File: config.mk
export PLATFORM = sky130hd
export DESIGN_NAME = cbq_lane
export DESIGN_NICKNAME = d
export VERILOG_FILES = /design/src/rtl/cbq_pkg.sv /design/src/rtl/cbq_lane.sv
export SDC_FILE = /design/constraint.sdc
export NUM_CORES = 2
export LEC_CHECK = 0
export ABC_AREA = 1
export BUFFER_PORTS_ARGS = -buffer_cell sky130_fd_sc_hd__buf_2
export CORE_MARGIN = 2
export CORE_UTILIZATION = 35
export CTS_BUF_LIST = sky130_fd_sc_hd__clkbuf_4
export DETAILED_ROUTE_END_ITERATION = 10
export GPL_ROUTABILITY_DRIVEN = 1
export GPL_TIMING_DRIVEN = 0
export SETUP_SLACK_MARGIN = 0.02
export SYNTH_ARGS = -nofsm -noshare
export SYNTH_HDL_FRONTEND = slang
export SYNTH_SLANG_ARGS = --single-unit
File: constraint.sdc
create_clock -name i_clk -period 6.6 [get_ports i_clk]
set_clock_uncertainty 0.15 [all_clocks]
set_input_delay 0.33 -clock i_clk [delete_from_list [all_inputs] [get_ports i_clk]]
set_output_delay 0.33 -clock i_clk [all_outputs]
set_load 0.005 [all_outputs]
File: src/rtl/cbq_pkg.sv
`timescale 1ns / 1ps
// ---------------------------------------------------------------------------
// cbq_pkg
// shared types, coefficient, shift and gain tables of the complex biquad
// channel filter
// ---------------------------------------------------------------------------
package cbq_pkg;

    localparam int STAGES       = 4;
    localparam int SAMPLE_WIDTH = 16;
    localparam int ACC_WIDTH    = 32;
    localparam int FRAC_BITS    = 9;
    localparam int NUM_FILTERS  = 7;
    localparam int STAGE_W      = $clog2(STAGES);
    localparam int FSEL_W       = $clog2(NUM_FILTERS);
    localparam int COEF_W       = 12;
    localparam int GAIN_W       = 14;
    localparam int SHIFT_W      = 3;

    localparam logic [FSEL_W-1:0] NARROW_FILTER   = FSEL_W'(6);
    localparam logic [2:0]        NARROW_PRESHIFT = 3'd4;
    localparam logic [2:0]        NORMAL_PRESHIFT = 3'd3;

    typedef logic signed [COEF_W-1:0] t_coef;

    typedef struct packed {
        logic signed [SAMPLE_WIDTH-1:0] sample_re;
        logic signed [SAMPLE_WIDTH-1:0] sample_im;
        logic                           block_end;
    } t_in_beat;

    typedef struct packed {
        logic signed [SAMPLE_WIDTH-1:0] out_re;
        logic signed [SAMPLE_WIDTH-1:0] out_im;
        logic                           out_block_end;
    } t_out_beat;

    typedef struct packed {
        logic               load;
        logic               mul;
        logic               acc;
        logic [STAGE_W-1:0] st;
        logic [FSEL_W-1:0]  fsel;
    } t_lane_ctl;

    typedef struct packed {
        logic              mul;
        logic              push;
        logic [FSEL_W-1:0] fsel;
    } t_merge_ctl;

    localparam t_coef B1_TAB [NUM_FILTERS][STAGES] = '{
        '{ 12'sd211,  -12'sd634, -12'sd776, -12'sd809},
        '{ 12'sd296,  -12'sd571, -12'sd729, -12'sd766},
        '{ 12'sd778,   12'sd63,  -12'sd205, -12'sd283},
        '{ 12'sd849,   12'sd243, -12'sd36,  -12'sd124},
        '{ 12'sd1003,  12'sd896,  12'sd814,  12'sd782},
        '{ 12'sd1017,  12'sd977,  12'sd942,  12'sd926},
        '{-12'sd578,  -12'sd927, -12'sd958, -12'sd964}
    };

    // feedback coefficients stored negated
    localparam t_coef A1N_TAB [NUM_FILTERS][STAGES] = '{
        '{ 12'sd870,  12'sd856,  12'sd845,  12'sd844},
        '{ 12'sd850,  12'sd826,  12'sd809,  12'sd805},
        '{ 12'sd689,  12'sd540,  12'sd428,  12'sd387},
        '{ 12'sd653,  12'sd462,  12'sd318,  12'sd261},
        '{ 12'sd59,  -12'sd456, -12'sd654, -12'sd716},
        '{-12'sd168, -12'sd674, -12'sd830, -12'sd878},
        '{ 12'sd926,  12'sd948,  12'sd961,  12'sd967}
    };

    localparam t_coef A2N_TAB [NUM_FILTERS][STAGES] = '{
        '{-12'sd382, -12'sd434, -12'sd479, -12'sd503},
        '{-12'sd367, -12'sd427, -12'sd477, -12'sd503},
        '{-12'sd272, -12'sd376, -12'sd457, -12'sd498},
        '{-12'sd254, -12'sd364, -12'sd451, -12'sd496},
        '{-12'sd113, -12'sd367, -12'sd466, -12'sd501},
        '{-12'sd119, -12'sd389, -12'sd473, -12'sd502},
        '{-12'sd425, -12'sd471, -12'sd499, -12'sd509}
    };

    localparam logic [SHIFT_W-1:0] SHIFT_TAB [NUM_FILTERS][STAGES] = '{
        '{3'd5, 3'd2, 3'd2, 3'd1},
        '{3'd4, 3'd2, 3'd2, 3'd0},
        '{3'd3, 3'd2, 3'd1, 3'd0},
        '{3'd3, 3'd2, 3'd1, 3'd0},
        '{3'd1, 3'd0, 3'd1, 3'd0},
        '{3'd1, 3'd0, 3'd1, 3'd0},
        '{3'd4, 3'd2, 3'd2, 3'd0}
    };

    localparam logic [GAIN_W-1:0] GAIN_TAB [NUM_FILTERS] = '{
        14'd7696, 14'd2592, 14'd2184, 14'd2488, 14'd2408, 14'd4032, 14'd10976
    };

endpackage

File: src/rtl/cbq_lane.sv
`timescale 1ns / 1ps
// ---------------------------------------------------------------------------
// cbq_lane
// one real-valued lane: four direct-form-II biquad sections run on a shared
// datapath, one section at a time (products, then sums)
// ---------------------------------------------------------------------------
module cbq_lane (
    input  logic                                   i_clk,
    input  logic                                   i_rst_n,
    input  cbq_pkg::t_lane_ctl                     i_ctl,
    input  logic signed [cbq_pkg::SAMPLE_WIDTH-1:0] i_sample,
    output logic signed [cbq_pkg::SAMPLE_WIDTH-1:0] o_x
);

    localparam int AW = cbq_pkg::ACC_WIDTH;
    localparam int PW = cbq_pkg::ACC_WIDTH + cbq_pkg::COEF_W;

    logic signed [AW-1:0] r_d1 [cbq_pkg::STAGES];
    logic signed [AW-1:0] r_d2 [cbq_pkg::STAGES];
    logic signed [AW-1:0] r_pa1, r_pa2, r_pb;
    logic signed [cbq_pkg::SAMPLE_WIDTH-1:0] r_x;

    logic signed [AW-1:0] w1, w2, sum_a, w0, y, y_sh;
    logic signed [PW-1:0] p_a1, p_a2, p_b;
    logic [2:0]           pre;
    logic signed [cbq_pkg::SAMPLE_WIDTH-1:0] x_in;

    assign w1 = r_d1[i_ctl.st];
    assign w2 = r_d2[i_ctl.st];

    assign p_a1 = w1 * cbq_pkg::A1N_TAB[i_ctl.fsel][i_ctl.st];
    assign p_a2 = w2 * cbq_pkg::A2N_TAB[i_ctl.fsel][i_ctl.st];
    assign p_b  = w1 * cbq_pkg::B1_TAB[i_ctl.fsel][i_ctl.st];

    assign sum_a = r_pa1 + r_pa2;
    assign w0    = (sum_a >>> cbq_pkg::FRAC_BITS) + AW'(r_x);
    assign y     = w0 + (r_pb >>> cbq_pkg::FRAC_BITS) + w2;
    assign y_sh  = y >>> cbq_pkg::SHIFT_TAB[i_ctl.fsel][i_ctl.st];

    assign pre  = (i_ctl.fsel == cbq_pkg::NARROW_FILTER) ? cbq_pkg::NARROW_PRESHIFT
                                                         : cbq_pkg::NORMAL_PRESHIFT;
    assign x_in = i_sample >>> pre;

    always_ff @(posedge i_clk) begin
        if (i_ctl.mul) begin
            r_pa1 <= p_a1[AW-1:0];
            r_pa2 <= p_a2[AW-1:0];
            r_pb  <= p_b[AW-1:0];
        end
        if (i_ctl.load) begin
            r_x <= x_in;
        end else if (i_ctl.acc) begin
            r_x <= y_sh[cbq_pkg::SAMPLE_WIDTH-1:0];
        end
    end

    // delay line state
    always_ff @(posedge i_clk) begin
        if (!i_rst_n) begin
            for (int i = 0; i < cbq_pkg::STAGES; i++) begin
                r_d1[i] <= '0;
                r_d2[i] <= '0;
            end
        end else if (i_ctl.acc) begin
            r_d1[i_ctl.st] <= w0;
            r_d2[i_ctl.st] <= w1;
        end
    end

    assign o_x = r_x;

endmodule

* Yosys cells after proc, flatten, opt, wreduce, memory -nomap -nowiden
Memory sizes are Yosys's and may differ from the RTL's.
Index checks and enable logic that the tools add are counted.
** Storage, ports and cells
- Bits in latches :: 0
- Logic and storage cells :: 60
- Bits in read-only memories :: 1248
- Input bits :: 26
- Memory bits (writable) :: 256
- Memories :: 6
- Register bits after elaboration :: 112
- Output and inout port bits :: 16
** Memories
- (no name shown) :: words 8, bits a word 48, rd ports 1, clocked after memory_dff 0, wr ports 0, RTL line cbq_lane.sv:33 : assign p_b = w1 * cbq_pkg::B1_TAB[i_ctl.fsel][i_ctl.st];
- (no name shown) :: words 8, bits a word 48, rd ports 1, clocked after memory_dff 0, wr ports 0, RTL line cbq_lane.sv:32 : assign p_a2 = w2 * cbq_pkg::A2N_TAB[i_ctl.fsel][i_ctl.st];
- (no name shown) :: words 8, bits a word 48, rd ports 1, clocked after memory_dff 0, wr ports 0, RTL line cbq_lane.sv:31 : assign p_a1 = w1 * cbq_pkg::A1N_TAB[i_ctl.fsel][i_ctl.st];
- r_d1 :: words 4, bits a word 32, rd ports 1, clocked after memory_dff 0, wr ports 4, RTL line cbq_lane.sv:18 : logic signed [AW-1:0] r_d1 [cbq_pkg::STAGES];
- r_d2 :: words 4, bits a word 32, rd ports 1, clocked after memory_dff 0, wr ports 4, RTL line cbq_lane.sv:19 : logic signed [AW-1:0] r_d2 [cbq_pkg::STAGES];
- (no name shown) :: words 8, bits a word 12, rd ports 1, clocked after memory_dff 0, wr ports 0, RTL line cbq_lane.sv:38 : assign y_sh = y >>> cbq_pkg::SHIFT_TAB[i_ctl.fsel][i_ctl.st];
** Cells by class
- Bitwise logic cells :: 2
- Order comparisons :: 2
- Add/subtract/negate cells :: 4
- Eq/ne operators :: 1
- Divide/modulo/power cells :: 0
- Muxes and demuxes :: 33
- Shift operators :: 2
- Multiply operators :: 3
- Reduce and logical (&&, ||, !) cells :: 3
** Operator list (count)
- $mux 48 :: 6
- $mul 32x12->32 :: 3
- $mux 12 :: 8
- $bmux 12 s2 :: 3
- $mux 32 :: 2
- $reduce_or 32->1 :: 2
- $add 25x32->32 :: 1
- $add 32x32->32 :: 1
- $mux 16 :: 2
- $sshr 32x3->16 :: 1
- $add 24x23->25 :: 1
- $add 23x16->24 :: 1
- $sshr 16x3->16 :: 1
- $mux 3 :: 3
- $bmux 3 s2 :: 1
- $mux 1 :: 6
- $ge 4x4->1 const B :: 1
- $mux 2 :: 2
- $not 3->4 :: 1
- $eq 3x3->1 const B :: 1
- $ge 3x3->1 const B :: 1
- $not 2->3 :: 1
- $reduce_bool 2->1 :: 1

* Depth between registers and ports, before layout
- Word-level depth :: 10
- Gate-level depth with buffers :: 39
- Mapped depth without buffers :: 39

* Least setup slack after synthesis
No wires, ideal clock.
- Path kind :: in2reg
- From :: in i_ctl[4] (netlist bit)
- To :: reg r_pa2[29] (data pin)
- Cell stages on the path :: 27
- Data required time :: 6.188 ns
- Setup slack :: 0.317 ns
- Library setup time :: 0.262 ns
- Arrival :: 5.871 ns
- Path buffers :: 3
- Cell sequence :: buf_6 > inv_4 > nand2_2 > inv_2 > buf_4 > buf_4 > a221oi_1 > inv_2 > nand2_1 > inv_1 > fa_1 > inv_1 > fa_1 > fa_1 > fa_1 > inv_1 > fa_1 > ha_1 > a21oi_1 > o21ai_0 > a21oi_1 > nand3_1 > nand3_1 > nand2_1 > a21oi_1 > o21bai_1 > xor2_1
** On the way
- Longest elaborated chain between the ends :: 5
- Elaborated cells between the ends (all ways) :: 6
- Those cells by class :: mul: 1; mux: 3; bitwise: 1; memory: 1
** Ends and longest elaborated chain
- start, declared :: RTL line cbq_lane.sv:10 : input cbq_pkg::t_lane_ctl i_ctl,
- $not 2->3 (not written as such) :: RTL line cbq_lane.sv:32
- $bmux 12 s2 :: RTL line cbq_lane.sv:32
- $mux 12 (not written as such) (2 in series) :: RTL line cbq_lane.sv:32
- $mul 32x12->32 * :: RTL line cbq_lane.sv:32
- via p_a2[29] :: RTL line cbq_lane.sv:24 : logic signed [PW-1:0] p_a1, p_a2, p_b;
- end signal, assigned :: RTL line cbq_lane.sv:47 : r_pa2 <= p_a2[AW-1:0];
- end, declared :: RTL line cbq_lane.sv:20 : logic signed [AW-1:0] r_pa1, r_pa2, r_pb;
The timed path passes the listed nets; every way through them passes the cells marked *. The select of a mux whose other input is x is not followed.
A chain may end at the register's enable or synchronous reset.

* Final worst setup path
- From :: in i_ctl[3] (netlist bit)
- To :: reg r_pa1[27] (data pin)
** On the way
- Longest elaborated chain between the ends :: 5
- Elaborated cells between the ends (all ways) :: 6
- Those cells by class :: mul: 1; mux: 3; bitwise: 1; memory: 1
** Ends and longest elaborated chain
- $not 2->3 (not written as such) :: RTL line cbq_lane.sv:31
- $bmux 12 s2 :: RTL line cbq_lane.sv:31
- $mux 12 (not written as such) (2 in series) :: RTL line cbq_lane.sv:31
- $mul 32x12->32 * :: RTL line cbq_lane.sv:31
- via p_a1[27] :: RTL line cbq_lane.sv:24
- end signal, assigned :: RTL line cbq_lane.sv:46 : r_pa1 <= p_a1[AW-1:0];
- end, declared :: RTL line cbq_lane.sv:20
Marks and branches as above.

==> impl_metrics.json <==
{
  "global_route.overflow_total": 0,
  "initial_core_util_pct": 35.17,
  "timing.hold.worst.class": "in2reg",
  "edff_count_synth": 295,
  "ff2ff_setup_slack_ns": 0.21,
  "reg2regPathDepth": 36,
  "final_layout_size_suffix_gt1_share_pct": 13.73,
  "synth-simple-area-share_pct": 16.56,
  "via_count": 36409,
  "yosys.area.top_type_share_pct": 32.64,
  "finish.instance_area_um2": 50820,
  "maxSlewViolCount": 0,
  "crit_path_max_fanout": 12,
  "critPathCaptureType": "flop",
  "gr-usage-all-layers_pct": 23.12,
  "synth_top_cells_by_area": "sky130_fd_sc_hd__fa_1 33%, sky130_fd_sc_hd__edfxtp_1 20%, sky130_fd_sc_hd__inv_1 8.9%",
  "maximum_number_of_pins_on_one_net_before_global_route_repair": 67,
  "post_synth_mux_area_share_pct": 0.02270,
  "outcome": "complete, no violations",
  "yosys.cell_types.count": 67,
  "global_route_wire_length_before_repair_um": 225000,
  "synth_fa_ha_area_share_pct": 41.00,
  "post_synthesis_cells": 5080,
  "cts-root-to-sink-buffers": 3,
  "worstPathRequired_ns": 7.03,
  "clock_latency_ns": 0.89,
  "fin_crit_sh_pct": 98.12,
  "area_growth_syn_to_layout_pct": 15.21,
  "drt-wirelength-per-cell_um": 21.25,
  "drv.max_cap_violation_count": 0,
  "postSynthNetCount": 6120,
  "crit_top_cell": "sky130_fd_sc_hd__fa_1",
  "place.detailed.hpwl_um": 120400,
  "io_pins": 42,
  "avgViaCountPerCell": 5.177,
  "cts_tree": "built",
  "yosys.area_share.xor_xnor_pct": 3.166,
  "postRouteAntennaNets": 0,
  "grt_setup_unrepaired": "yes",
  "row_count": 130,
  "synth-main-ff-cell": "sky130_fd_sc_hd__edfxtp_1",
  "clock-root-buffer": "sky130_fd_sc_hd__clkbuf_4",
  "synth_top_family_by_area": "adder cells",
  "clock_sink_count": 295,
  "chipHeight_um": 359.0,
  "worstSetupStartpointType": "input port",
  "cpLargestDelayFamily": "adder cells",
  "grt_pass1_vias": 36714,
  "drt_iter0_drc": 3399,
  "startpoint_of_the_lowest_slack_hold_path": "i_ctl[5]",
  "setup_viol": 0,
  "synth.most_common_cell": "sky130_fd_sc_hd__inv_1",
  "grt_antenna_before_repair": 13,
  "firstDrtPassIters": 6,
  "critPathSlowestCell": "sky130_fd_sc_hd__fa_1",
  "wl_um": 149500,
  "crit_chain": "buf_2 > buf_6 > nand2_2 > inv_2 > buf_6 > buf_4 > a221oi_4 > buf_12 > inv_2 > nor2_1 > fa_1 > inv_1 > fa_1 > fa_1 > fa_1 > inv_1 > fa_1 > ha_1 > nand2_1 > nor4_2 > nand2_1 > o211ai_1 > buf_4 > xor2_2",
  "place.gp.congestion": 0.9455,
  "synth-compound-area-share_pct": 8.017,
  "worst-setup-path-type": "in2reg",
  "slowest_delay_ns": 0.56,
  "cts.htree.levels": 3,
  "syn_area_um2": 44100,
  "worstMarginPinSlew_ns": 0.9148,
  "floorplan.core_area_um2": 125400,
  "period_minus_slack_ns": 6.476,
  "synth_seq_cells": 295,
  "synth_seq_area_share_pct": 20.09,
  "synth_top_area_cell": "sky130_fd_sc_hd__fa_1",
  "maxSlewHeadroom_pct": 38.81,
  "maxClockFrequency_mhz": 154.4,
  "hold_viol_final": 0,
  "dpl-instance-area_um2": 46530,
  "holdPathEnd": "r_d1[3][19]",
  "drt_drc_violations_left": 0,
  "r2r_start": "r_pa2[5]",
  "die_area_um2": 128900,
  "holdPathStages": 4,
  "netlist_top_cells_count": "1,042 x sky130_fd_sc_hd__inv_1, 1,023 x sky130_fd_sc_hd__nand2_1, 719 x sky130_fd_sc_hd__fa_1",
  "cts_buffers": 76,
  "postSynth.asyncResetShare_pct": 0,
  "die_width_um": 359.0,
  "total_number_of_yosys_warnings": 0,
  "reg2reg_to": "o_x[15]",
  "final_nets": 6370,
  "cts.reportedPaths.clkPinSlew_ns": 0.08,
  "critPathArrivalTime_ns": 6.91,
  "cp.buffers_inverters": 10,
  "mean_instance_size_in_the_synthesized_netlist_um2": 8.682,
  "cp_num_cells": 24,
  "buffer_ports.inserted": 36
}
[sequential cells by signal, summed over array words and instances (netlist names)]
| register | flops |
|---|---|
| r_pb | 23 |
| r_d2 | 96 |
| o_x | 16 |
| r_d1 | 96 |
| r_pa2 | 32 |
| r_pa1 | 32 |
[stage by stage]
| step | cells | setup TNS (ns) | hold slack, ns | setup slack [ns] | utilization, % |
|---|---|---|---|---|---|
| floorplan | 5080 | 0 | 0.2925 | 0.3165 | - |
| global placement | 6766 | -179.00 | 0.4675 | -1.787 | 36.96 |
| detailed placement | 6774 | -104.58 | 0.4700 | -1.846 | 37.10 |
| CTS | 6976 | -0.02262 | 0.01308 | -0.02262 | 39.35 |
| global route | 7031 | -0.3242 | 0.04309 | -0.09101 | 40.52 |
| finish | 7033 | 0 | 0.08983 | 0.1243 | 40.52 |
[routing by layer]
metal  global-route usage (%)  share of wire, %  vias to the layer above
met1                    31.45                41                    18374
met4                    8.033               3.8                        6
met3                    3.768               8.7                      268
met2                    37.35                46                     1535
li1                         -                 -                    16226
met5                        0             0.022                        -
[what timing repair did]
| action | in CTS | in global routing |
|---|---|---|
| setup buffers | 56 | 52 |
| hold buffers | 24 | 0 |
| pin swaps | 27 | 48 |
| endpoints found under the setup margin | 73 | 64 |
| hold endpoints to repair | 42 | 0 |
| gates resized for setup | 191 | 293 |
[cell families after synthesis]
kind of cell               count (synthesis)
buffers and inverters                   1266
and+or+nand+nor                         1827
xor gates and xnor gates                 157
adders and majority gates               1014
DFF                                      295
AOI/OAI and AO/OA                        520
muxes                                      1
[worst reg2reg max path, delay by kind of cell, from the launching register on]
family          cells  cell delay [ns]
flops               1             0.43
compound gates      6             1.13
xor+xnor            2             0.48
simple gates       21             2.03
fa+ha+maj           4             1.54
buf+inv             3             0.37
[how the worst max path moves through the flow]
stage,start,endpoint,slack (ns)
3_5_place_dp,i_ctl[3],r_pa1[23],-1.85
6_report,i_ctl[3],r_pa1[27],0.12
5_1_grt,r_pa2[5],o_x[15],-0.09
2_1_floorplan,i_ctl[4],r_pa2[29],0.32
3_3_place_gp,i_ctl[3],r_pa1[23],-1.79
4_1_cts,r_d1[3][18],r_pa1[31],-0.02
[layout make-up]
| class | instances | area [um2] |
|---|---|---|
| clock buffers | 105 | 788.3 |
| clock inverters | 20 | 147.6 |
| well taps | 1650 | 2064 |
| inverters | 1089 | 4123 |
| flip-flops and latches | 295 | 8859 |
| fillers | 12550 | 74590 |
| repair buffers | 176 | 1609 |
| diodes | 6 | 15.01 |
| multi-input cells | 3519 | 32200 |
| plain buffers | 173 | 1005 |
[layout by cell type, fill, tap and decap left out, types with 30 or more instances in the layout]
cell,Yosys,layout
sky130_fd_sc_hd__inv_1,1042,1032
sky130_fd_sc_hd__a21oi_1,199,167
sky130_fd_sc_hd__a22o_1,30,30
sky130_fd_sc_hd__buf_4,5,99
sky130_fd_sc_hd__ha_1,295,254
sky130_fd_sc_hd__edfxtp_1,295,295
sky130_fd_sc_hd__clkbuf_1,89,34
sky130_fd_sc_hd__buf_2,61,84
sky130_fd_sc_hd__xor2_1,85,59
sky130_fd_sc_hd__xnor2_1,70,44
sky130_fd_sc_hd__nor2_1,558,538
sky130_fd_sc_hd__nand3_1,153,146
sky130_fd_sc_hd__nand2_1,1023,1005
sky130_fd_sc_hd__o21ai_0,135,113
sky130_fd_sc_hd__clkbuf_2,0,34
sky130_fd_sc_hd__inv_2,42,45
sky130_fd_sc_hd__a221oi_4,12,39
sky130_fd_sc_hd__fa_1,719,717
sky130_fd_sc_hd__clkbuf_4,0,134
Power is left out: the tool's default activity adds up to more than one toggle a clock period on the data nets, which glitch-free logic cannot reach.
