**src/rtl/cbq_pkg.sv**
```systemverilog
`timescale 1ns / 1ps
// ---------------------------------------------------------------------------
// cbq_pkg
// shared types, coefficient, shift and gain tables of the complex biquad
// channel filter
// ---------------------------------------------------------------------------
package cbq_pkg;

    localparam int STAGES       = 4;
    localparam int SAMPLE_WIDTH = 16;
    localparam int ACC_WIDTH    = 32;
    localparam int FRAC_BITS    = 9;
    localparam int NUM_FILTERS  = 7;
    localparam int STAGE_W      = $clog2(STAGES);
    localparam int FSEL_W       = $clog2(NUM_FILTERS);
    localparam int COEF_W       = 12;
    localparam int GAIN_W       = 14;
    localparam int SHIFT_W      = 3;

    localparam logic [FSEL_W-1:0] NARROW_FILTER   = FSEL_W'(6);
    localparam logic [2:0]        NARROW_PRESHIFT = 3'd4;
    localparam logic [2:0]        NORMAL_PRESHIFT = 3'd3;

    typedef logic signed [COEF_W-1:0] t_coef;

    typedef struct packed {
        logic signed [SAMPLE_WIDTH-1:0] sample_re;
        logic signed [SAMPLE_WIDTH-1:0] sample_im;
        logic                           block_end;
    } t_in_beat;

    typedef struct packed {
        logic signed [SAMPLE_WIDTH-1:0] out_re;
        logic signed [SAMPLE_WIDTH-1:0] out_im;
        logic                           out_block_end;
    } t_out_beat;

    typedef struct packed {
        logic               load;
        logic               mul;
        logic               acc;
        logic [STAGE_W-1:0] st;
        logic [FSEL_W-1:0]  fsel;
    } t_lane_ctl;

    typedef struct packed {
        logic              mul;
        logic              push;
        logic [FSEL_W-1:0] fsel;
    } t_merge_ctl;

    localparam t_coef B1_TAB [NUM_FILTERS][STAGES] = '{
        '{ 12'sd211,  -12'sd634, -12'sd776, -12'sd809},
        '{ 12'sd296,  -12'sd571, -12'sd729, -12'sd766},
        '{ 12'sd778,   12'sd63,  -12'sd205, -12'sd283},
        '{ 12'sd849,   12'sd243, -12'sd36,  -12'sd124},
        '{ 12'sd1003,  12'sd896,  12'sd814,  12'sd782},
        '{ 12'sd1017,  12'sd977,  12'sd942,  12'sd926},
        '{-12'sd578,  -12'sd927, -12'sd958, -12'sd964}
    };

    // feedback coefficients stored negated
    localparam t_coef A1N_TAB [NUM_FILTERS][STAGES] = '{
        '{ 12'sd870,  12'sd856,  12'sd845,  12'sd844},
        '{ 12'sd850,  12'sd826,  12'sd809,  12'sd805},
        '{ 12'sd689,  12'sd540,  12'sd428,  12'sd387},
        '{ 12'sd653,  12'sd462,  12'sd318,  12'sd261},
        '{ 12'sd59,  -12'sd456, -12'sd654, -12'sd716},
        '{-12'sd168, -12'sd674, -12'sd830, -12'sd878},
        '{ 12'sd926,  12'sd948,  12'sd961,  12'sd967}
    };

    localparam t_coef A2N_TAB [NUM_FILTERS][STAGES] = '{
        '{-12'sd382, -12'sd434, -12'sd479, -12'sd503},
        '{-12'sd367, -12'sd427, -12'sd477, -12'sd503},
        '{-12'sd272, -12'sd376, -12'sd457, -12'sd498},
        '{-12'sd254, -12'sd364, -12'sd451, -12'sd496},
        '{-12'sd113, -12'sd367, -12'sd466, -12'sd501},
        '{-12'sd119, -12'sd389, -12'sd473, -12'sd502},
        '{-12'sd425, -12'sd471, -12'sd499, -12'sd509}
    };

    localparam logic [SHIFT_W-1:0] SHIFT_TAB [NUM_FILTERS][STAGES] = '{
        '{3'd5, 3'd2, 3'd2, 3'd1},
        '{3'd4, 3'd2, 3'd2, 3'd0},
        '{3'd3, 3'd2, 3'd1, 3'd0},
        '{3'd3, 3'd2, 3'd1, 3'd0},
        '{3'd1, 3'd0, 3'd1, 3'd0},
        '{3'd1, 3'd0, 3'd1, 3'd0},
        '{3'd4, 3'd2, 3'd2, 3'd0}
    };

    localparam logic [GAIN_W-1:0] GAIN_TAB [NUM_FILTERS] = '{
        14'd7696, 14'd2592, 14'd2184, 14'd2488, 14'd2408, 14'd4032, 14'd10976
    };

endpackage

```
**src/rtl/cbq_merge.sv**
```systemverilog
`timescale 1ns / 1ps
// ---------------------------------------------------------------------------
// cbq_merge
// applies the output gain to both lanes and holds the result beat in the
// output register
// ---------------------------------------------------------------------------
module cbq_merge (
    input  logic                                   i_clk,
    input  logic                                   i_rst_n,
    input  cbq_pkg::t_merge_ctl                    i_ctl,
    input  logic signed [cbq_pkg::SAMPLE_WIDTH-1:0] i_x_re,
    input  logic signed [cbq_pkg::SAMPLE_WIDTH-1:0] i_x_im,
    input  logic                                   i_block_end,
    input  logic                                   i_out_stall,
    output logic                                   o_free,
    output logic                                   o_out_valid,
    output cbq_pkg::t_out_beat                     o_out_beat
);

    localparam int GPW = cbq_pkg::SAMPLE_WIDTH + cbq_pkg::GAIN_W + 1;
    localparam int LSB = cbq_pkg::FRAC_BITS;
    localparam int MSB = cbq_pkg::FRAC_BITS + cbq_pkg::SAMPLE_WIDTH - 1;

    logic signed [GPW-1:0] r_pr, r_pi;
    logic                  r_valid;
    cbq_pkg::t_out_beat    r_beat;
    logic signed [cbq_pkg::GAIN_W:0] gain;

    assign gain   = $signed({1'b0, cbq_pkg::GAIN_TAB[i_ctl.fsel]});
    assign o_free = !r_valid || !i_out_stall;

    always_ff @(posedge i_clk) begin
        if (i_ctl.mul) begin
            r_pr <= i_x_re * gain;
            r_pi <= i_x_im * gain;
        end
        if (i_ctl.push) begin
            r_beat.out_re        <= r_pr[MSB:LSB];
            r_beat.out_im        <= r_pi[MSB:LSB];
            r_beat.out_block_end <= i_block_end;
        end
    end

    always_ff @(posedge i_clk) begin
        if (!i_rst_n) begin
            r_valid <= 1'b0;
        end else if (i_ctl.push) begin
            r_valid <= 1'b1;
        end else if (!i_out_stall) begin
            r_valid <= 1'b0;
        end
    end

    assign o_out_valid = r_valid;
    assign o_out_beat  = r_beat;

endmodule

```
**config.mk**
```make
export PLATFORM = sky130hd
export DESIGN_NAME = cbq_merge
export DESIGN_NICKNAME = d
export VERILOG_FILES = /design/src/rtl/cbq_pkg.sv /design/src/rtl/cbq_merge.sv
export SDC_FILE = /design/constraint.sdc
export NUM_CORES = 1
export LEC_CHECK = 0
export BUFFER_PORTS_ARGS = -buffer_cell sky130_fd_sc_hd__buf_2
export CAP_MARGIN = 20
export CORE_UTILIZATION = 44
export CTS_CLUSTER_SIZE = 25
export DETAILED_ROUTE_END_ITERATION = 7
export GPL_TIMING_DRIVEN = 1
export HOLD_SLACK_MARGIN = 0.03
export PLACE_DENSITY = 0.65
export SKIP_CTS_REPAIR_TIMING = 1
export SYNTH_ARGS = -nofsm -noshare
export SYNTH_HDL_FRONTEND = slang
export SYNTH_SLANG_ARGS = --single-unit
```
**constraint.sdc**
```tcl
create_clock -name i_clk -period 9.6 [get_ports i_clk]
set_input_delay 2.4 -clock i_clk [delete_from_list [all_inputs] [get_ports i_clk]]
set_output_delay 2.4 -clock i_clk [all_outputs]
set_load 0.05 [all_outputs]
```
* Word-level counts from Yosys, hierarchy flattened *
Memory sizes are Yosys's and may differ from the RTL's.
Cells that the tools add are included.

storage, ports and cells
  register bits after elaboration = 84
  output and inout port bits = 35
  word-level logic and storage cells = 19
  input bits = 41
  memories kept = 1
  bits in read-only memories = 112

operators by class
  reduce and logical (&&, ||, !) cells = 3
  multipliers = 2
  eq/ne operators = 1
  bitwise logic cells = 1
  mux-type cells = 4
  magnitude comparators = 1

memory list
  name             words  bits a word  read ports  clocked after Yosys merged registers in  write ports  line             RTL
  (no name shown)  8      14           1           0                                        0            cbq_merge.sv:29  assign gain = $signed({1'b0, cbq_pkg::GAIN_TAB[i_ctl.fsel]});

operators with widths
  operator            number
  $mul 16x15->25      2
  $mux 14             2
  $ge 4x4->1 const B  1
  $not 3->4           1
  $logic_not 1->1     2
  $mux 1              2
  $ne 2x2->1 const B  1
  $logic_or 1x1->1    1

* Logic depth before layout (Yosys ltp) *
Gate-level depths: netlist of the first run.

  word-level depth = 5
  depth in mapped cells = 28
  mapped depth without buffers = 24

* Worst setup path before layout of the first run *
Ideal clock, no wire load.

  path type = input-to-reg
  start point = input port i_ctl[1] in the netlist's numbering
  end point = register r_pi[20] (data pin)
  required time = 9342 ps
  setup slack = 1462 ps
  buffers on the path = 4
  stages on the path = 23
  arrival = 7880 ps
  setup time = 258 ps
  cells stage by stage = buf_2 inv_2 ha_1 nor2b_1 buf_2 a21o_1 clkbuf_1 clkbuf_1 nand2_1 fa_1 fa_1 inv_1 fa_1 fa_1 fa_1 ha_1 ha_1 or3_4 a211o_1 a31o_1 a21o_1 a21oi_2 xnor2_1

between the ends
  longest elaborated chain between the ends = 5

ends and longest elaborated chain
  item                                        line             RTL
  from (decl)                                 cbq_merge.sv:10  input cbq_pkg::t_merge_ctl i_ctl,
  $not 3->4 (not written as such)             cbq_merge.sv:29
  $mem_v2 8x14                                --
  $mux 14 (not written as such) (2 in a row)  cbq_merge.sv:29
  $mul 16x15->25                              cbq_merge.sv:35  r_pi <= i_x_im * gain;
  to (signal assigned)                        cbq_merge.sv:35
  to (decl)                                   cbq_merge.sv:24  logic signed [GPW-1:0] r_pr, r_pi;

No other way between the ends. The select of a mux whose other input is x is not followed.
A chain may end at the register's enable or synchronous reset.

* Worst setup path after layout of the first run *
  start point = input port i_ctl[1] in the netlist's numbering
  end point = register r_pr[24] (data pin)

between the ends
  longest elaborated chain between the ends = 5

ends and longest elaborated chain
  item                                        line             RTL
  $not 3->4 (not written as such)             cbq_merge.sv:29
  $mem_v2 8x14                                --
  $mux 14 (not written as such) (2 in a row)  cbq_merge.sv:29
  $mul 16x15->25                              cbq_merge.sv:34  r_pr <= i_x_re * gain;
  to (signal assigned)                        cbq_merge.sv:34
  to (decl)                                   cbq_merge.sv:24

No other way between the ends. The select of a mux whose other input is x is not followed.

==> results_dict.tcl, run 1 <==
set metrics [dict create \
    firstDrtPassIters 5 \
    layout.cells.non_filler 1740 \
    drt.antenna.violating_nets 0 \
    netlist_area_sq_um 13000 \
    dpl_cell_area_sq_um 13700 \
    hpwl_microns 22200 \
    vias_per_cell 5.00 \
    htree_levels 3 \
    fin_ws_ns 1.18 \
    ys_seq_elements 66 \
    worstPathRequired_ns 9.69 \
    path_cells "buf_2 -> inv_2 -> ha_1 -> nor2_1 -> nand2_1 -> fa_1 -> inv_1 -> ha_1 -> inv_1 -> fa_1 -> fa_1 -> inv_1 -> fa_1 -> ha_1 -> ha_1 -> o21ai_1 -> nor2_1 -> nand4_1 -> a31oi_1 -> nand3_1 -> o21ai_0 -> xnor2_1" \
    crit_type "primary input to register" \
    synth_largest_area_cell "fa_1" \
    syn_avg_cell_area_sq_um 9.89 \
    ys_top_cells_by_area "fa_1 39%, edfxtp_1 15%, ha_1 15%" \
    dp_cells 1724 \
    place_ws_ns 0.816 \
    slew_headroom 0.388 \
    vias 8698 \
    status "finished clean" \
    hold_class "register to register" \
    period_minus_slack_ns 8.42 \
    syn_inst 1312 \
    drive_gt1_frac 0.0811 \
    critical-path-top-delay-family "adder cells" \
    grt_max_degree 64 \
    gp_congestion 0.843 \
    initial_core_util 0.450 \
    cts_sinks 66 \
    synth_top_area_share 0.386 \
    finalPower_uw 4800 \
    ys_seq_area_frac 0.152 \
    grt_remaining_overflow 0 \
    rows 62 \
    worstPathMaxFanout 17 \
    synth_edf_count 65 \
    chipHeight_microns 174 \
    area.growth.synth_to_final_pct 7.95 \
    drt_iter0_drc 461 \
    max_stage_delay_ns 0.79 \
    clock_latency_ns 0.35 \
    grt_first_pass_wirelength_microns 46500 \
    die_x_microns 174 \
    period_share 0.877 \
    worstPathArrival_ns 8.51 \
    crit_slowest_cell "nor2_1" \
    dieArea_sq_um 30200 \
    synth_flop_cell "edfxtp_1" \
    rsz0062_at_grt "false" \
    setup_tns_ns 0 \
    tightest_slew_ns 0.915 \
    yosys_warnings 0 \
    drc 0 \
    synth_fp_nets 1758 \
    antenna_found_initial 0 \
    core_sq_um 28900 \
    setup_viol 0 \
    first_global_vias 9436 \
    cts_tree "yes" \
    cts_buffers 9 \
    hold_viol 0 \
    endpoint_kind "register" \
    cts_root_buffer "clkbuf_16" \
    clkTransAtPathRegs_ns 0.06 \
    final_nets 1797 \
    routed_wl_microns 27000 \
    boundaryPins 76 \
    grt_usage 0.195 \
    synth_cell_types 46 \
    p_per_area_nw_per_um2 343 \
    p_leak_uw 0.00706 \
    finClkSkew_ns 0.00374 \
    cp-start-kind "primary input" \
    drv_cap 0 \
    clock.fmax_ghz 0.119 \
    clock_path_buffers 2 \
    antenna_cells 0 \
    async_flop_share 0 \
    wl_per_cell_microns 15.5 \
    io_buffers 75 \
    final_cell_area_sq_um 14000 \
    peakVddDrop_uv 291 \
    worst-path-buf-inv 5 \
    final_max_slew_viol_count 0 \
]
==> cell families after synthesis <==
family	after synthesis	synth area share
DFF	66	0.152
adders and majority gates	405	0.535
AOI/OAI and AO/OA	70	0.0352
xor gates and xnor gates	57	0.0385
and+or+nand+nor	360	0.135
buffers and inverters	352	0.102
muxes	2	0.00164
==> flip-flops by register name (all words and copies together), names as in the netlist <==
| name | flops |
|---|---|
| r_pi | 16 |
| o_out_valid | 1 |
| r_pr | 16 |
| o_out_beat | 33 |
==> synthesized netlist by cell type, types with 7 or more instances <==
cell type  count
o21ai_1        7
xnor2_1       46
nor2b_1        7
edfxtp_1      65
clkbuf_1      49
a21o_1         9
xor2_1        11
o21ai_0        7
fa_1         250
nand2_1      150
and2_1       100
a21oi_1       19
nor2_1        39
and3_1        24
nor3_1        20
inv_1        292
ha_1         155
==> cell type report <==
cell class	instances	area (sq um)
flip-flops and latches	66	1970
multi-input cells	894	9680
clock buffers	10	229
well taps	384	480
inverters	294	1100
fillers	2718	14900
repair buffers	86	458
clock inverters	6	81.3
==> path summary, 6_finish.rpt <==
kind / from / end / slack, ns / cells after the start
worst min register to register: r_pr[9]$_DFFE_PP_ / o_out_beat[17]$_DFFE_PP_ / 0.42 / 0
worst max-delay path: i_ctl[1] / r_pr[24]$_DFFE_PP_ / 1.18 / 22
worst max register to register: r_pr[12]$_DFFE_PP_ / o_out_beat[20]$_DFFE_PP_ / 8.97 / 0
worst min-delay path: r_pr[9]$_DFFE_PP_ / o_out_beat[17]$_DFFE_PP_ / 0.42 / 0
==> power breakdown <==
group / internal [uW] / switching [uW]
sequential: 653 / 23.0
clock: 225 / 122
combinational: 1650 / 2120
==> cells in the final DEF (no fill, tap or decap), drive strengths merged, types with 2 or more instances in the layout <==
cell	netlist	routed
inv	294	294
fa	250	250
ha	155	155
nand2	150	150
and2	100	100
buf	9	86
edfxtp	65	65
xnor2	46	46
nor2	39	39
and3	24	24
nor3	20	20
a21oi	20	20
o21ai	14	14
xor2	11	11
clkbuf	49	10
a21o	9	9
nor2b	7	7
o21a	7	7
nand3	6	6
nand2b	5	5
or3	4	4
nor4	3	3
a31oi	3	3
clkinv	0	3
a32oi	2	2
o211ai	2	2
a211o	2	2
a211oi	2	2
o311ai	2	2
nand4	2	2
bufinv	0	2
==> metal layers <==
metal	wire length, microns	global-route usage	vias to the layer above
met2	13200	0.327	205
li1	-	-	4062
met5	0	0	-
met4	534	0.0592	0
met3	1240	0.0276	30
met1	12000	0.262	4401
==> per-stage QoR <==
stage / util / hold WS [ns]
floorplan: - / 0.400
global placement: 0.475 / 0.401
detailed placement: 0.475 / 0.405
CTS: 0.485 / 0.417
global route: 0.485 / 0.425
finish: 0.485 / 0.416
(Power assumes the default switching activity.)
==> run 2, diff against run 1 <==
CORE_UTILIZATION = 40   (was 44)
PLACE_DENSITY = 0.6   (was 0.65)
==> results_dict.tcl, run 2 (synthesis results as in run 1) <==
set metrics [dict create \
    setup_viol 0 \
    cts_sinks 66 \
    routed_wl_microns 27200 \
    multiInputGateArea_sq_um 9680 \
    dieArea_sq_um 33200 \
    seqPwrFrac 0.142 \
    p_sw_frac 0.475 \
    clkTransAtPathRegs_ns 0.06 \
    drc 0 \
    cp-start-kind "primary input" \
    initial_core_util 0.409 \
    cts_root_buffer "clkbuf_16" \
    hpwl_microns 22200 \
    worstPathArrival_ns 8.57 \
    layout.cells.non_filler 1760 \
    intPower_uw 2500 \
    wl_met2_microns 13100 \
    worstPathRequired_ns 9.69 \
    p_per_area_nw_per_um2 340 \
    largest_reg_flops 33 \
    final_nets 1798 \
    core_sq_um 31700 \
    htree_levels 3 \
    first_global_vias 9281 \
    clock_path_buffers 2 \
    crit_type "primary input to register" \
    grt_max_degree 44 \
    antenna_found_initial 1 \
    endpoint_kind "register" \
    hold_viol 0 \
    wl_met1_microns 12800 \
    hold_class "register to register" \
    boundaryPins 76 \
    wl_per_cell_microns 15.5 \
    firstDrtPassIters 4 \
    dpl_cell_area_sq_um 13700 \
    gp_congestion 0.863 \
    routed.top_layer "met4" \
    tightest_slew_ns 0.952 \
    hold_slack_ns 0.416 \
    grt_first_pass_wirelength_microns 46700 \
    worstPathMaxFanout 17 \
    finClkSkew_ns 0.00452 \
    drt.antenna.violating_nets 0 \
    wl_met3_microns 948 \
    clock_latency_ns 0.35 \
    grt_remaining_overflow 0 \
    place_ws_ns 0.805 \
    peakVddDrop_uv 247 \
    period_share 0.883 \
    rows 65 \
    final_cell_mix "292 x inv_1, 250 x fa_1, 155 x ha_1" \
    die_x_microns 182 \
    drv_cap 0 \
    fillCellCount 3079 \
    combPwrFrac 0.791 \
    area.growth.synth_to_final_pct 8.01 \
    setup_tns_ns 0 \
    fin_ws_ns 1.12 \
    slew_headroom 0.363 \
    drive_gt1_frac 0.0825 \
    pwr-share-clk 0.067 \
    seq_area_sq_um 1970 \
    clock.fmax_ghz 0.118 \
    p_leak_uw 0.00706 \
    period_minus_slack_ns 8.48 \
    final_max_slew_viol_count 0 \
    switchingPower_uw 2260 \
    vias_per_cell 4.92 \
    cts_tree "yes" \
    chipHeight_microns 182 \
    dp_cells 1743 \
    grt_usage 0.180 \
    io_buffers 75 \
    vias 8655 \
    layout_commonest_cell "inv_1" \
    rsz0062_at_grt "false" \
    cts_buffers 9 \
    status "finished clean" \
    final_cell_area_sq_um 14000 \
    drt_iter0_drc 351 \
]
run 2: layout make-up:
class | count | area share
diodes | 1 | 0.000179
clock buffers | 10 | 0.0163
multi-input cells | 894 | 0.691
inverters | 294 | 0.0787
flip-flops and latches | 66 | 0.141
clock inverters | 6 | 0.00411
repair buffers | 87 | 0.0332
well taps | 402 | 0.0359
run 2: worst paths after layout:
check	start	to	slack, ns	cells past startpoint
setup / recovery	i_ctl[1]	r_pr[24]$_DFFE_PP_	1.12	22
hold / removal	r_pi[11]$_DFFE_PP_	o_out_beat[3]$_DFFE_PP_	0.42	0
hold reg to reg	r_pi[11]$_DFFE_PP_	o_out_beat[3]$_DFFE_PP_	0.42	0
setup reg to reg	r_pi[15]$_DFFE_PP_	o_out_beat[7]$_DFFE_PP_	8.97	0
run 2: critical path, stage by stage:
cell and delay (ns):
buf_2 0.26, inv_2 0.12, ha_1 0.52, nor2_1 0.82, nand2_1 0.18, fa_1 0.54, inv_1 0.05, ha_1 0.27
inv_1 0.05, fa_1 0.49, fa_1 0.55, inv_1 0.05, fa_1 0.43, ha_1 0.29, ha_1 0.34, o21ai_1 0.12
nor2_1 0.16, nand4_1 0.14, a31oi_1 0.34, nand3_1 0.15, o21ai_0 0.22, xnor2_1 0.08
run 2: power groups by stage:
| stage | Clock [uW] | Sequential [uW] | Combinational, uW |
|---|---|---|---|
| 5_1_grt | 346 | 688 | 4360 |
| 3_5_place_dp | 0 | 684 | 3800 |
| 6_report | 321 | 676 | 3760 |
| 4_1_cts | 335 | 678 | 3840 |
| 3_3_place_gp | 0 | 681 | 3740 |
| 2_1_floorplan | 0 | 824 | 2860 |
run 2: per-stage QoR:
step | util | total power (uW)
floorplan | - | 3690
global placement | 0.433 | 4420
detailed placement | 0.433 | 4480
CTS | 0.442 | 4850
global route | 0.442 | 5400
finish | 0.442 | 4760
run 2: metal layers:
metal,up-vias,GRT usage
li1,4068,-
met1,4416,0.247
met2,153,0.300
met3,18,0.0235
met4,0,0.0440
met5,-,0
==> run 3, diff against run 2 <==
==> constraint.sdc (replaced) <==
create_clock -name i_clk -period 9.8 [get_ports i_clk]
set_input_delay 2.45 -clock i_clk [delete_from_list [all_inputs] [get_ports i_clk]]
set_output_delay 2.45 -clock i_clk [all_outputs]
set_load 0.005 [all_outputs]
==> results_dict.tcl, run 3 (synthesis results as in run 1) <==
set metrics [dict create \
    grt_first_pass_wirelength_microns 46000 \
    hold_viol 0 \
    grt_usage 0.178 \
    chipHeight_microns 182 \
    peakVddDrop_uv 235 \
    initial_core_util 0.409 \
    grt_max_degree 73 \
    cts_buffers 9 \
    clkTransAtPathRegs_ns 0.06 \
    antenna_cells 0 \
    r2r_cells 0 \
    p_leak_uw 0.00707 \
    drv_cap 0 \
    cp-start-kind "primary input" \
    antenna_found_initial 0 \
    area.growth.synth_to_final_pct 8.43 \
    cts_root_buffer "clkbuf_16" \
    drive_gt1_frac 0.0825 \
    final_cell_mix "292 x inv_1, 250 x fa_1, 155 x ha_1" \
    multiInputGateArea_sq_um 9680 \
    firstDrtPassIters 5 \
    hold_class "register to register" \
    largest_reg_flops 33 \
    finalPower_uw 4570 \
    vias_per_cell 4.95 \
    grt_remaining_overflow 0 \
    die_x_microns 182 \
    p_per_area_nw_per_um2 325 \
    first_global_vias 9066 \
    fillCellCount 3080 \
    worstPathRequired_ns 9.89 \
    setup_viol 0 \
    gp_congestion 0.823 \
    io_buffers 75 \
    worstPathArrival_ns 8.35 \
    vias 8710 \
    dieArea_sq_um 33200 \
    boundaryPins 76 \
    cp-startpoint "i_ctl[0]" \
    layout_commonest_cell "inv_1" \
    hpwl_microns 21900 \
    final_nets 1798 \
    clock_path_buffers 2 \
    slew_headroom 0.458 \
    status "finished clean" \
    rows 65 \
    cts_sinks 66 \
    crit_type "primary input to register" \
    rrSetupSlack_ns 9.17 \
    endpoint_kind "register" \
    worstReg2RegEnd "o_out_beat[30]$_DFFE_PP_" \
    core_sq_um 31700 \
    routed_wl_microns 27000 \
    htree_levels 3 \
    period_share 0.843 \
    clock.fmax_ghz 0.121 \
    setup_tns_ns 0 \
    rsz0062_at_grt "false" \
    drt.antenna.violating_nets 0 \
    finClkSkew_ns 0.000756 \
    drt_iter0_drc 336 \
    drc 0 \
    clock_latency_ns 0.34 \
    seq_area_sq_um 1970 \
    cp-endpoint "r_pr[24]$_DFFE_PP_" \
    worstPathMaxFanout 17 \
    wl_per_cell_microns 15.4 \
    reg2reg_from "r_pr[22]$_DFFE_PP_" \
    cts_tree "yes" \
    period_minus_slack_ns 8.26 \
    final_max_slew_viol_count 0 \
    tightest_slew_ns 0.813 \
]
==> run 3: changes by cell type in the layout (fill, tap and decap cells not counted), sizes merged <==
cell	previous run	this run
bufinv	1	3
clkinv	4	2
clkbuf	10	9
clkinvlp	1	2
diode	1	0
==> run 3: area by class of cell <==
class | instances | area share
Clock buffer | 9 | 0.0160
Inverter | 294 | 0.0784
Timing Repair Buffer | 87 | 0.0331
Tap cell | 402 | 0.0357
Multi-Input combinational cell | 894 | 0.688
Clock inverter | 7 | 0.00836
Sequential cell | 66 | 0.140
==> run 3: metrics by stage <==
stage	instances	util	worst slack, ns	area, sq um	hold WS, ns
detailed placement	1743	0.433	1.20	13700	0.405
finish	1759	0.444	1.54	14100	0.416
global route	1759	0.444	1.14	14100	0.424
global placement	1743	0.433	1.31	13700	0.401
CTS	1759	0.444	1.55	14100	0.418
floorplan	1312	-	1.61	13000	0.400
==> run 3: worst min-delay path by stage <==
stage / startpoint / endpoint / cells past startpoint
final: r_pi[12]$_DFFE_PP_ / o_out_beat[4]$_DFFE_PP_ / 0
after global routing: r_pr[14]$_DFFE_PP_ / o_out_beat[22]$_DFFE_PP_ / 0
after CTS: r_pr[12]$_DFFE_PP_ / o_out_beat[20]$_DFFE_PP_ / 0
after detailed placement: r_pr[12]$_DFFE_PP_ / o_out_beat[20]$_DFFE_PP_ / 0
after global placement: r_pi[12]$_DFFE_PP_ / o_out_beat[4]$_DFFE_PP_ / 0
after floorplan: r_pi[18]$_DFFE_PP_ / o_out_beat[10]$_DFFE_PP_ / 0
==> run 3: critical path, stage by stage <==
cell	delay, ns
buf_2	0.12
inv_1	0.08
ha_1	0.57
nor2_1	0.54
buf_4	0.25
nand2_1	0.08
fa_1	0.51
inv_1	0.05
ha_1	0.27
inv_1	0.05
fa_1	0.48
fa_1	0.54
inv_1	0.05
fa_1	0.43
ha_1	0.29
ha_1	0.34
o21ai_1	0.11
nor2_1	0.15
nand4_1	0.15
a31oi_1	0.36
nand3_1	0.15
o21ai_0	0.23
xnor2_1	0.09
==> run 3: layer usage <==
metal / part of all wire / routed length (microns) / track usage
met1: 0.46 / 12500 / 0.243
met2: 0.48 / 13000 / 0.295
met3: 0.038 / 1020 / 0.0231
met4: 0.019 / 507 / 0.0518
met5: 0 / 0 / 0
==> run 3: power by group <==
| group | total [uW] | internal, uW | switching (uW) |
|---|---|---|---|
| combinational | 3530 | 1610 | 1920 |
| sequential | 663 | 640 | 22.9 |
| clock | 371 | 248 | 123 |
